==> config.mk <==
export PLATFORM = sky130hd
export DESIGN_NAME = midi_track_event_parser_core
export DESIGN_NICKNAME = d
export VERILOG_FILES = /design/src/rtl/mtep_pkg.sv /design/src/rtl/mtep_ctx_mem.sv /design/src/rtl/mtep_step.sv /design/src/rtl/mtep_out_fifo.sv /design/src/rtl/midi_track_event_parser_core.sv
export SDC_FILE = /design/constraint.sdc
export NUM_CORES = 2
export LEC_CHECK = 0
export BUFFER_PORTS_ARGS = -buffer_cell sky130_fd_sc_hd__buf_4
export CORE_AREA = 2 2 332 334
export CTS_CLUSTER_SIZE = 8
export DETAILED_ROUTE_END_ITERATION = 7
export DIE_AREA = 0 0 334 336
export PLACE_DENSITY = 0.81
export SYNTH_ARGS = -nofsm -noshare
export SYNTH_HDL_FRONTEND = slang
export SYNTH_SLANG_ARGS = --single-unit
==> constraint.sdc <==
create_clock -name clk -period 21.9 [get_ports clk]
set_input_delay 1.095 -clock clk [delete_from_list [all_inputs] [get_ports clk]]
set_output_delay 1.095 -clock clk [all_outputs]
set_load 0.03 [all_outputs]
==> src/rtl/mtep_pkg.sv <==
// Shared types, constants and helper functions of the MIDI track event parser.
`timescale 1ns / 1ps
package mtep_pkg;

	localparam int TRACKS_DEF = 16;
	localparam int TRACK_W = 4;
	localparam int DELTA_W = 28;

	localparam int OQ_DEPTH = 4;
	localparam int OQ_AW = 2;
	localparam int OQ_CW = 3;

	localparam logic [7:0] ST_META = 8'hFF;
	localparam logic [7:0] ST_SYSEX = 8'hF0;
	localparam logic [7:0] ST_SYSEX_ESC = 8'hF7;
	localparam logic [3:0] HI_PROG = 4'hC;
	localparam logic [3:0] HI_CHPRESS = 4'hD;
	localparam logic [2:0] VL_MAX_BYTES = 3'd4;

	typedef enum logic [2:0] {
		PH_DELTA = 3'd0,
		PH_STATUS = 3'd1,
		PH_META = 3'd2,
		PH_LEN = 3'd3,
		PH_DATA = 3'd4
	} phase_t;

	typedef enum logic [1:0] {
		VL_MORE = 2'd0,
		VL_DONE = 2'd1,
		VL_OVER = 2'd2
	} vl_t;

	typedef struct packed {
		phase_t phase;
		logic [7:0] rstat;
		logic [DELTA_W-1:0] acc;
		logic [2:0] cnt;
		logic [DELTA_W-1:0] rem;
		logic [DELTA_W-1:0] delta;
	} ctx_t;

	typedef struct packed {
		logic [7:0] data;
		logic first;
		logic last;
		logic err;
	} res_item_t;

	typedef struct packed {
		logic [1:0] n;
		logic [DELTA_W-1:0] delta;
		res_item_t r0;
		res_item_t r1;
	} step_res_t;

	typedef struct packed {
		logic [7:0] data;
		logic [DELTA_W-1:0] delta;
		logic first;
		logic last;
		logic err;
		logic [TRACK_W-1:0] track;
	} out_item_t;

	function automatic res_item_t mk_item(logic [7:0] d, logic f, logic l, logic e);
		res_item_t r;
		r.data = d;
		r.first = f;
		r.last = l;
		r.err = e;
		return r;
	endfunction

	// Program change and channel pressure carry a single data byte.
	function automatic logic is_one_data(logic [7:0] st);
		return (st[7:4] == HI_PROG) || (st[7:4] == HI_CHPRESS);
	endfunction

endpackage

==> src/rtl/mtep_ctx_mem.sv <==
// Per-track parse context memory with valid bits and write-to-read forwarding.
`timescale 1ns / 1ps
module mtep_ctx_mem #(
	parameter int TRACKS = mtep_pkg::TRACKS_DEF,
	localparam int IDX_W = (TRACKS > 1) ? $clog2(TRACKS) : 1
) (
	input logic clk,
	input logic arst_n,
	input logic rd_en,
	input logic [IDX_W-1:0] rd_addr,
	output mtep_pkg::ctx_t rd_data,
	input logic wr_en,
	input logic [IDX_W-1:0] wr_addr,
	input mtep_pkg::ctx_t wr_data
);
	import mtep_pkg::*;

	ctx_t ctx_mem [TRACKS];
	ctx_t rd_data_q;
	logic rd_vld_q;
	logic [TRACKS-1:0] vld_q;
	logic same_entry;

	assign same_entry = wr_en && (wr_addr == rd_addr);

	always_ff @(posedge clk) begin
		if (wr_en) begin
			ctx_mem[wr_addr] <= wr_data;
		end
	end

	// A read that meets a write to the same entry returns the new context.
	always_ff @(posedge clk) begin
		if (rd_en) begin
			rd_data_q <= same_entry ? wr_data : ctx_mem[rd_addr];
		end
	end

	always_ff @(posedge clk or negedge arst_n) begin
		if (!arst_n) begin
			vld_q <= '0;
			rd_vld_q <= 1'b0;
		end else begin
			if (wr_en) begin
				vld_q[wr_addr] <= 1'b1;
			end
			if (rd_en) begin
				rd_vld_q <= vld_q[rd_addr] || same_entry;
			end
		end
	end

	// An entry never written since reset reads as the cleared context.
	assign rd_data = rd_vld_q ? rd_data_q : '0;

endmodule

==> src/rtl/mtep_step.sv <==
// Next-context and result logic for one track byte.
`timescale 1ns / 1ps
module mtep_step (
	input mtep_pkg::ctx_t ctx,
	input logic [7:0] data_in,
	input logic start,
	output mtep_pkg::ctx_t nxt,
	output mtep_pkg::step_res_t res
);
	import mtep_pkg::*;

	ctx_t cur;
	logic [DELTA_W-1:0] acc_n;
	logic [DELTA_W-1:0] rem_n;
	logic [2:0] cnt_n;
	vl_t vl;
	logic err;
	logic rs_one;

	always_comb begin
		cur = start ? '0 : ctx;
		nxt = cur;
		res = '0;
		res.delta = cur.delta;
		err = 1'b0;
		acc_n = {cur.acc[DELTA_W-8:0], data_in[6:0]};
		cnt_n = cur.cnt + 3'd1;
		rem_n = cur.rem - {{(DELTA_W-1){1'b0}}, 1'b1};
		rs_one = is_one_data(cur.rstat);
		if (!data_in[7]) begin
			vl = VL_DONE;
		end else if (cnt_n >= VL_MAX_BYTES) begin
			vl = VL_OVER;
		end else begin
			vl = VL_MORE;
		end

		unique case (cur.phase)
			PH_STATUS: begin
				if (data_in == ST_META) begin
					res.n = 2'd1;
					res.r0 = mk_item(data_in, 1'b1, 1'b0, 1'b0);
					nxt.phase = PH_META;
				end else if (data_in == ST_SYSEX || data_in == ST_SYSEX_ESC) begin
					nxt.rstat = '0;
					res.n = 2'd1;
					res.r0 = mk_item(data_in, 1'b1, 1'b0, 1'b0);
					nxt.acc = '0;
					nxt.cnt = '0;
					nxt.phase = PH_LEN;
				end else if (data_in[7]) begin
					if (data_in > ST_SYSEX) begin
						err = 1'b1;
					end else begin
						nxt.rstat = data_in;
						nxt.rem = is_one_data(data_in) ? DELTA_W'(1) : DELTA_W'(2);
						res.n = 2'd1;
						res.r0 = mk_item(data_in, 1'b1, 1'b0, 1'b0);
						nxt.phase = PH_DATA;
					end
				end else if (cur.rstat[7]) begin
					// Running status: replay the stored status ahead of the data byte.
					res.n = 2'd2;
					res.r0 = mk_item(cur.rstat, 1'b1, 1'b0, 1'b0);
					res.r1 = mk_item(data_in, 1'b0, rs_one, 1'b0);
					nxt.rem = rs_one ? '0 : DELTA_W'(1);
					if (rs_one) begin
						nxt.phase = PH_DELTA;
						nxt.acc = '0;
						nxt.cnt = '0;
					end else begin
						nxt.phase = PH_DATA;
					end
				end else begin
					err = 1'b1;
				end
			end
			PH_META: begin
				res.n = 2'd1;
				res.r0 = mk_item(data_in, 1'b0, 1'b0, 1'b0);
				nxt.acc = '0;
				nxt.cnt = '0;
				nxt.phase = PH_LEN;
			end
			PH_LEN: begin
				nxt.acc = acc_n;
				nxt.cnt = cnt_n;
				if (vl == VL_OVER) begin
					err = 1'b1;
				end else if (vl == VL_MORE) begin
					res.n = 2'd1;
					res.r0 = mk_item(data_in, 1'b0, 1'b0, 1'b0);
				end else begin
					nxt.rem = acc_n;
					nxt.acc = '0;
					nxt.cnt = '0;
					res.n = 2'd1;
					res.r0 = mk_item(data_in, 1'b0, acc_n == '0, 1'b0);
					nxt.phase = (acc_n == '0) ? PH_DELTA : PH_DATA;
				end
			end
			PH_DATA: begin
				nxt.rem = rem_n;
				res.n = 2'd1;
				res.r0 = mk_item(data_in, 1'b0, rem_n == '0, 1'b0);
				if (rem_n == '0) begin
					nxt.phase = PH_DELTA;
					nxt.acc = '0;
					nxt.cnt = '0;
				end
			end
			default: begin
				// Delta time phase; unused codes behave the same way.
				nxt.acc = acc_n;
				nxt.cnt = cnt_n;
				if (vl == VL_OVER) begin
					err = 1'b1;
				end else if (vl == VL_DONE) begin
					nxt.delta = acc_n;
					nxt.acc = '0;
					nxt.cnt = '0;
					nxt.phase = PH_STATUS;
				end else begin
					nxt.phase = PH_DELTA;
				end
			end
		endcase

		if (err) begin
			nxt.phase = PH_DELTA;
			nxt.acc = '0;
			nxt.cnt = '0;
			nxt.rem = '0;
			res.n = 2'd1;
			res.r0 = mk_item(data_in, 1'b1, 1'b1, 1'b1);
			res.r1 = '0;
		end
	end

endmodule

==> src/rtl/mtep_out_fifo.sv <==
// Small result queue that takes up to two entries per cycle and gives one.
`timescale 1ns / 1ps
module mtep_out_fifo (
	input logic clk,
	input logic arst_n,
	input logic [1:0] push_n,
	input mtep_pkg::out_item_t push0,
	input mtep_pkg::out_item_t push1,
	input logic pop,
	output mtep_pkg::out_item_t head,
	output logic not_empty,
	output logic room
);
	import mtep_pkg::*;

	out_item_t q_mem [OQ_DEPTH];
	logic [OQ_AW-1:0] wp_q;
	logic [OQ_AW-1:0] rp_q;
	logic [OQ_CW-1:0] cnt_q;
	logic do_pop;

	assign do_pop = pop && (cnt_q != '0);

	always_ff @(posedge clk) begin
		if (push_n != 2'd0) begin
			q_mem[wp_q] <= push0;
		end
		if (push_n == 2'd2) begin
			q_mem[wp_q + OQ_AW'(1)] <= push1;
		end
	end

	always_ff @(posedge clk or negedge arst_n) begin
		if (!arst_n) begin
			wp_q <= '0;
			rp_q <= '0;
			cnt_q <= '0;
		end else begin
			wp_q <= wp_q + OQ_AW'(push_n);
			rp_q <= rp_q + OQ_AW'(do_pop);
			cnt_q <= cnt_q + OQ_CW'(push_n) - OQ_CW'(do_pop);
		end
	end

	assign head = q_mem[rp_q];
	assign not_empty = (cnt_q != '0);
	assign room = (cnt_q <= OQ_CW'(OQ_DEPTH - 2));

endmodule

==> src/rtl/midi_track_event_parser_core.sv <==
// Top level of the per-track MIDI track event parser.
`timescale 1ns / 1ps
// A byte accepted at the input is registered into stage 1, which writes its results into the result queue.
// Throughput: one byte per cycle while the result queue has room, set by the single read and single
// write port of the context memory; a running-status byte yields two results, so the output side
// then paces the input. Reset (arst_n low) clears the memory valid bits, the pipeline and the
// result queue at once; every track then reads as a cleared context and no clearing pass is needed.
module midi_track_event_parser_core #(
	parameter int TRACKS = mtep_pkg::TRACKS_DEF
) (
	input logic clk,
	input logic arst_n,
	input logic in_valid,
	output logic in_ready,
	input logic [mtep_pkg::TRACK_W-1:0] track_index,
	input logic [7:0] data_byte,
	input logic track_start,
	output logic out_valid,
	input logic out_ready,
	output logic [7:0] event_byte,
	output logic [mtep_pkg::DELTA_W-1:0] delta_ticks,
	output logic first_of_event,
	output logic last_of_event,
	output logic parse_error,
	output logic [mtep_pkg::TRACK_W-1:0] event_track
);
	import mtep_pkg::*;

	localparam int IDX_W = (TRACKS > 1) ? $clog2(TRACKS) : 1;

	// Stage 0 issues the context read; stage 1 sees the read data, computes the
	// new context, writes it back and pushes its results into the queue.
	logic in_accept;
	logic in_range;
	logic valid_s1;
	logic inr_s1;
	logic start_s1;
	logic [7:0] byte_s1;
	logic [TRACK_W-1:0] track_s1;
	logic fire_s1;
	logic q_room;
	logic q_not_empty;
	ctx_t ctx_rd;
	ctx_t ctx_nxt;
	step_res_t res;
	out_item_t push0;
	out_item_t push1;
	out_item_t head;
	logic [1:0] push_n;
	logic wr_en;

	// Bytes for tracks beyond the configured count are taken and dropped.
	assign in_range = (32'(track_index) < TRACKS);
	assign fire_s1 = valid_s1 && q_room;
	assign in_ready = !valid_s1 || fire_s1;
	assign in_accept = in_valid && in_ready;

	always_ff @(posedge clk or negedge arst_n) begin
		if (!arst_n) begin
			valid_s1 <= 1'b0;
		end else if (in_ready) begin
			valid_s1 <= in_valid;
		end
	end

	always_ff @(posedge clk) begin
		if (in_accept) begin
			inr_s1 <= in_range;
			start_s1 <= track_start;
			byte_s1 <= data_byte;
			track_s1 <= track_index;
		end
	end

	// The memory forwards a write that lands on the entry read in the same cycle,
	// which covers two back-to-back bytes of one track.
	assign wr_en = fire_s1 && inr_s1;

	mtep_ctx_mem #(
		.TRACKS(TRACKS)
	) u_ctx_mem (
		.clk(clk),
		.arst_n(arst_n),
		.rd_en(in_accept && in_range),
		.rd_addr(IDX_W'(track_index)),
		.rd_data(ctx_rd),
		.wr_en(wr_en),
		.wr_addr(IDX_W'(track_s1)),
		.wr_data(ctx_nxt)
	);

	mtep_step u_step (
		.ctx(ctx_rd),
		.data_in(byte_s1),
		.start(start_s1),
		.nxt(ctx_nxt),
		.res(res)
	);

	always_comb begin
		push0.data = res.r0.data;
		push0.delta = res.delta;
		push0.first = res.r0.first;
		push0.last = res.r0.last;
		push0.err = res.r0.err;
		push0.track = track_s1;
		push1.data = res.r1.data;
		push1.delta = res.delta;
		push1.first = res.r1.first;
		push1.last = res.r1.last;
		push1.err = res.r1.err;
		push1.track = track_s1;
	end

	assign push_n = wr_en ? res.n : 2'd0;

	// The queue keeps two free slots before a byte may leave stage 1, so a
	// finished result can wait on the output while new bytes keep coming.
	mtep_out_fifo u_out_fifo (
		.clk(clk),
		.arst_n(arst_n),
		.push_n(push_n),
		.push0(push0),
		.push1(push1),
		.pop(out_ready),
		.head(head),
		.not_empty(q_not_empty),
		.room(q_room)
	);

	assign out_valid = q_not_empty;
	assign event_byte = head.data;
	assign delta_ticks = head.delta;
	assign first_of_event = head.first;
	assign last_of_event = head.last;
	assign parse_error = head.err;
	assign event_track = head.track;

endmodule

==> summary.md <==
| Metric | Value |
|---|---|
| Least-Margin Pin Slew | about 1.4 ns |
| Worst Path Arrival | 6.83 ns |
| Most numerous cell in the Yosys netlist | edfxtp_1 |
| Synthesized flop and latch total | 1757 |
| Setup tns final | 0 ns |
| Post-synth top area cell | edfxtp_1 |
| Post-Syn Instances | 3532 |
| Ys flop type | edfxtp_1 |
| Dpl hpwl | roughly 89000 µm |
| Die height | between 300 and 400 µm |
| # DRC | 1 |
| Worst flop-to-flop path startpoint | u_ctx_mem.rd_vld_q$_DFFE_PN0P_ |
| H-tree Lvls | 4 |
| I/O Pins | 62 |
| Yosys cell types | 77 |
| Synth Net Count | roughly 3600 |
| Final Cell Area | ~79000 µm² |
| Global-route wire length before repair | ~280000 µm |
| Vias in the first global route | ~40000 |
| Initial core utilization | approximately 65% |
| Pwr/cell area | between 100 and 150 nW/µm² |
| Post-DR vias/cell | approximately 7.6 |
| Clk_skew | 0.0477 ns |
| R2R depth | 15 |
| Initial DRC count | about 6500 |
| Die Wd | 334 µm |
| Violated checks | DRC |
| Clock tree from TritonCTS | yes |
| Global placer's final weighted congestion | about 0.94 |
| Max-slew headroom | around 6.5% |
| Ys Warns | 0 |
| Area grow syn2layout | 12.3% |
| Max Clk Rate | about 0.16 GHz |
| Post-synth EDFFs | 1720 |
| Clk sink count | 1757 |
| Register share of total power | about half |
| Total congestion overflow | 0 |
| Seq/Total Area, Yosys | around three quarters |
| Hold-fix buffers at CTS | 0 |
| Routed wire per std cell | roughly 38 µm |
| Filler cells | 5700 |
| P_sw | around 2.5 mW |
| Mean post-synth cell area | ~20 µm² |
| Setup Crit Path Kind | reg2reg |
| Switching Fraction | 27.4% |
| Via count | 39279 |
| Post-synth top area share | about 73% |
| CP Max Fanout | 47 |
| Clk_lat worst skew | approximately 0.84 ns |
| Final net count | 3734 |
| Final setup violation count | 0 |
| Reg-to-reg slack, setup | 15.61 ns |
| Detail Route Antenna Nets | 0 |
| RSZ-0062 raised after global routing | false |
| Final Hold Viols | 0 |
| Clock share of power | 36.5% |
| Clk root buf | clkbuf_16 |
| Max Cap Violations | 0 |
| Fin crit share | about 29% |
| PortBufs | between 60 and 70 |
| Worst R2R End | u_out_fifo.q_mem[1][3]$_DFFE_PP_ |
| DR pass1 iterations | 8 |
| Outcome | finished, violations left |
| GRT Overall Usage | between 30% and 40% |
| Largest net degree at the start of global routing | 110 |
| Final Critical Period | around 6.3 ns |
| Mapped Area | 70300 µm² |
| Largest cells by area after synthesis | edfxtp_1 73%, mux4_2 16%, nand2_1 1.7% |
| Die area | 112000 µm² |
| Ys async rst share | around 1.4% |
| Synth cell count leaders | 1720 x edfxtp_1, 503 x mux4_2, 319 x nand2_1 |
| Startpoint types | flip-flop |
| Clock transition at path regs | about 0.060 ns |
| Worst hold path type | in2async |
| Initial antenna violation count | 3 |
| Clock buffer depth | 3 |
| Share of layout cells above drive strength 1 | 26.6% |
| Core Region | 108000 µm² |
| Max Slew Vio Count | 0 |
| Rows | around 120 |
| Post-CTS Resized | 0 |
| Endpoint class of the critical path | flip-flop |
| Dpl cell area | ~73000 µm² |
| Required time of the critical path | 22.44 ns |
| Combinational Power Share | 15.0% |
| Final wirelength | about 200000 µm |
| Inserted Clock Buffers | 237 |
| Peak VDD IR | approximately 86 µV |
| Int Pwr | around 6.5 mW |
| LEAKAGE | between 20 and 30 nW |
| Post CTS Setup Buffer Count | 0 |
-- cells by family after synthesis --
group / after synthesis / share of synthesized area [%]
flops: 1757 / 74.7
simple gates: 701 / 4.40
mux: 522 / 16.4
compound gates: 294 / 2.82
buf+inv: 230 / 1.31
xor+xnor: 21 / 0.262
fa+ha+maj: 7 / 0.135
-- per-layer routing --
layer | track usage (%) | vias to the layer above | part of all wire [%]
met1 | 45.7 | 19986 | 32
met5 | 0 | - | 0.014
li1 | - | 14743 | -
met3 | 8.86 | 844 | 13
met4 | 18.4 | 4 | 6.0
met2 | 56.4 | 3702 | 49
-- registers in the layout, summed over array words and instances, names as in the netlist, 2 cells and up --
| signal | cells |
|---|---|
| track_s1 | 4 |
| u_ctx_mem.ctx_mem | 1456 |
| u_out_fifo.cnt_q | 3 |
| u_ctx_mem.vld_q | 16 |
| u_out_fifo.q_mem | 172 |
| u_out_fifo.wp_q | 2 |
| u_out_fifo.rp_q | 2 |
| u_ctx_mem.rd_data_q | 91 |
| byte_s1 | 8 |
-- metrics by stage --
stage	hold WS [ns]	setup slack, ns	std cells	power [mW]	util [%]
4_1_cts	0.166	15.80	5175	8.92	72.8
5_1_grt	0.181	15.34	5176	9.14	72.9
6_report	0.179	15.61	5177	8.96	72.9
3_5_place_dp	0.453	15.90	4884	5.65	67.0
2_1_floorplan	0.434	13.90	3532	5.13	-
3_3_place_gp	0.446	16.08	4884	5.61	67.0
-- layout by cell type (no fill, tap or decap), types with 7 or more instances in the layout --
cell type,Yosys,final
a221oi_1,20,20
xor2_1,9,9
nor2_4,2,14
a22o_1,10,10
nor2_1,216,200
dfrtp_1,25,23
nand3_1,24,23
a211oi_1,8,8
o22ai_1,33,33
nand4_1,7,7
xnor2_1,12,12
or2_2,20,20
clkbuf_16,0,242
inv_1,22,21
mux4_2,503,503
nor4_1,10,10
nor2_2,3,7
a21oi_1,92,89
buf_4,2,140
nand2b_1,13,12
edfxtp_1,1720,1720
o21ai_0,40,39
dfxtp_1,12,12
nand2_1,319,319
a31oi_1,7,7
or3_1,7,7
a22oi_1,10,10
mux2_2,17,17
nor3_1,22,18
o22a_1,7,7
nor2b_1,23,22
o31ai_1,22,22
clkbuf_1,131,40
-- power groups by stage --
stage / logic [mW] / clock network, mW / registers [mW]
2_1_floorplan: 0.833 / 0 / 4.29
3_3_place_gp: 1.25 / 0 / 4.36
3_5_place_dp: 1.28 / 0 / 4.37
4_1_cts: 1.31 / 3.28 / 4.32
5_1_grt: 1.39 / 3.41 / 4.34
6_report: 1.34 / 3.27 / 4.34
-- final cells by class --
cell class              count  area [µm²]  share of cell area (%)
repair buffers            146        1150                    1.45
clock buffers             282        6210                    7.86
diodes                      1        2.50                 0.00317
inverters                  23        91.3                   0.116
multi-input cells        1545       17100                    21.6
flip-flops and latches   1757       52500                    66.5
clock inverters             9         171                   0.217
well taps                1414        1770                    2.24
-- worst max-delay path, cell delays in order, from the launching register on --
cell and delay [ns]:
dfrtp_1 0.46, nor2b_4 0.95, buf_4 0.61, and2_1 0.21
ha_1 0.21, xnor2_1 0.27, nand2_1 0.24, o22ai_1 0.75
a211oi_2 0.29, and3_1 0.35, inv_4 0.15, nor3_4 0.07
nor2_2 0.11, buf_4 0.41, inv_1 0.46, buf_4 0.40
-- how the worst max path moves through the flow --
| stage | startpoint | endpoint |
|---|---|---|
| after global routing | u_ctx_mem.rd_vld_q$_DFFE_PN0P_ | u_out_fifo.q_mem[1][3]$_DFFE_PP_ |
| after floorplan | u_out_fifo.cnt_q[1]$_DFF_PN0_ | u_ctx_mem.vld_q[0]$_DFFE_PN0P_ |
| after detailed placement | start_s1$_DFFE_PP_ | u_out_fifo.q_mem[1][11]$_DFFE_PP_ |
| after global placement | track_index[1] | u_ctx_mem.rd_data_q[69]$_DFFE_PP_ |
| final | u_ctx_mem.rd_vld_q$_DFFE_PN0P_ | u_out_fifo.q_mem[1][3]$_DFFE_PP_ |
| after CTS | start_s1$_DFFE_PP_ | u_out_fifo.q_mem[1][27]$_DFFE_PP_ |
Note: power is estimated with default switching activity, not from simulation.
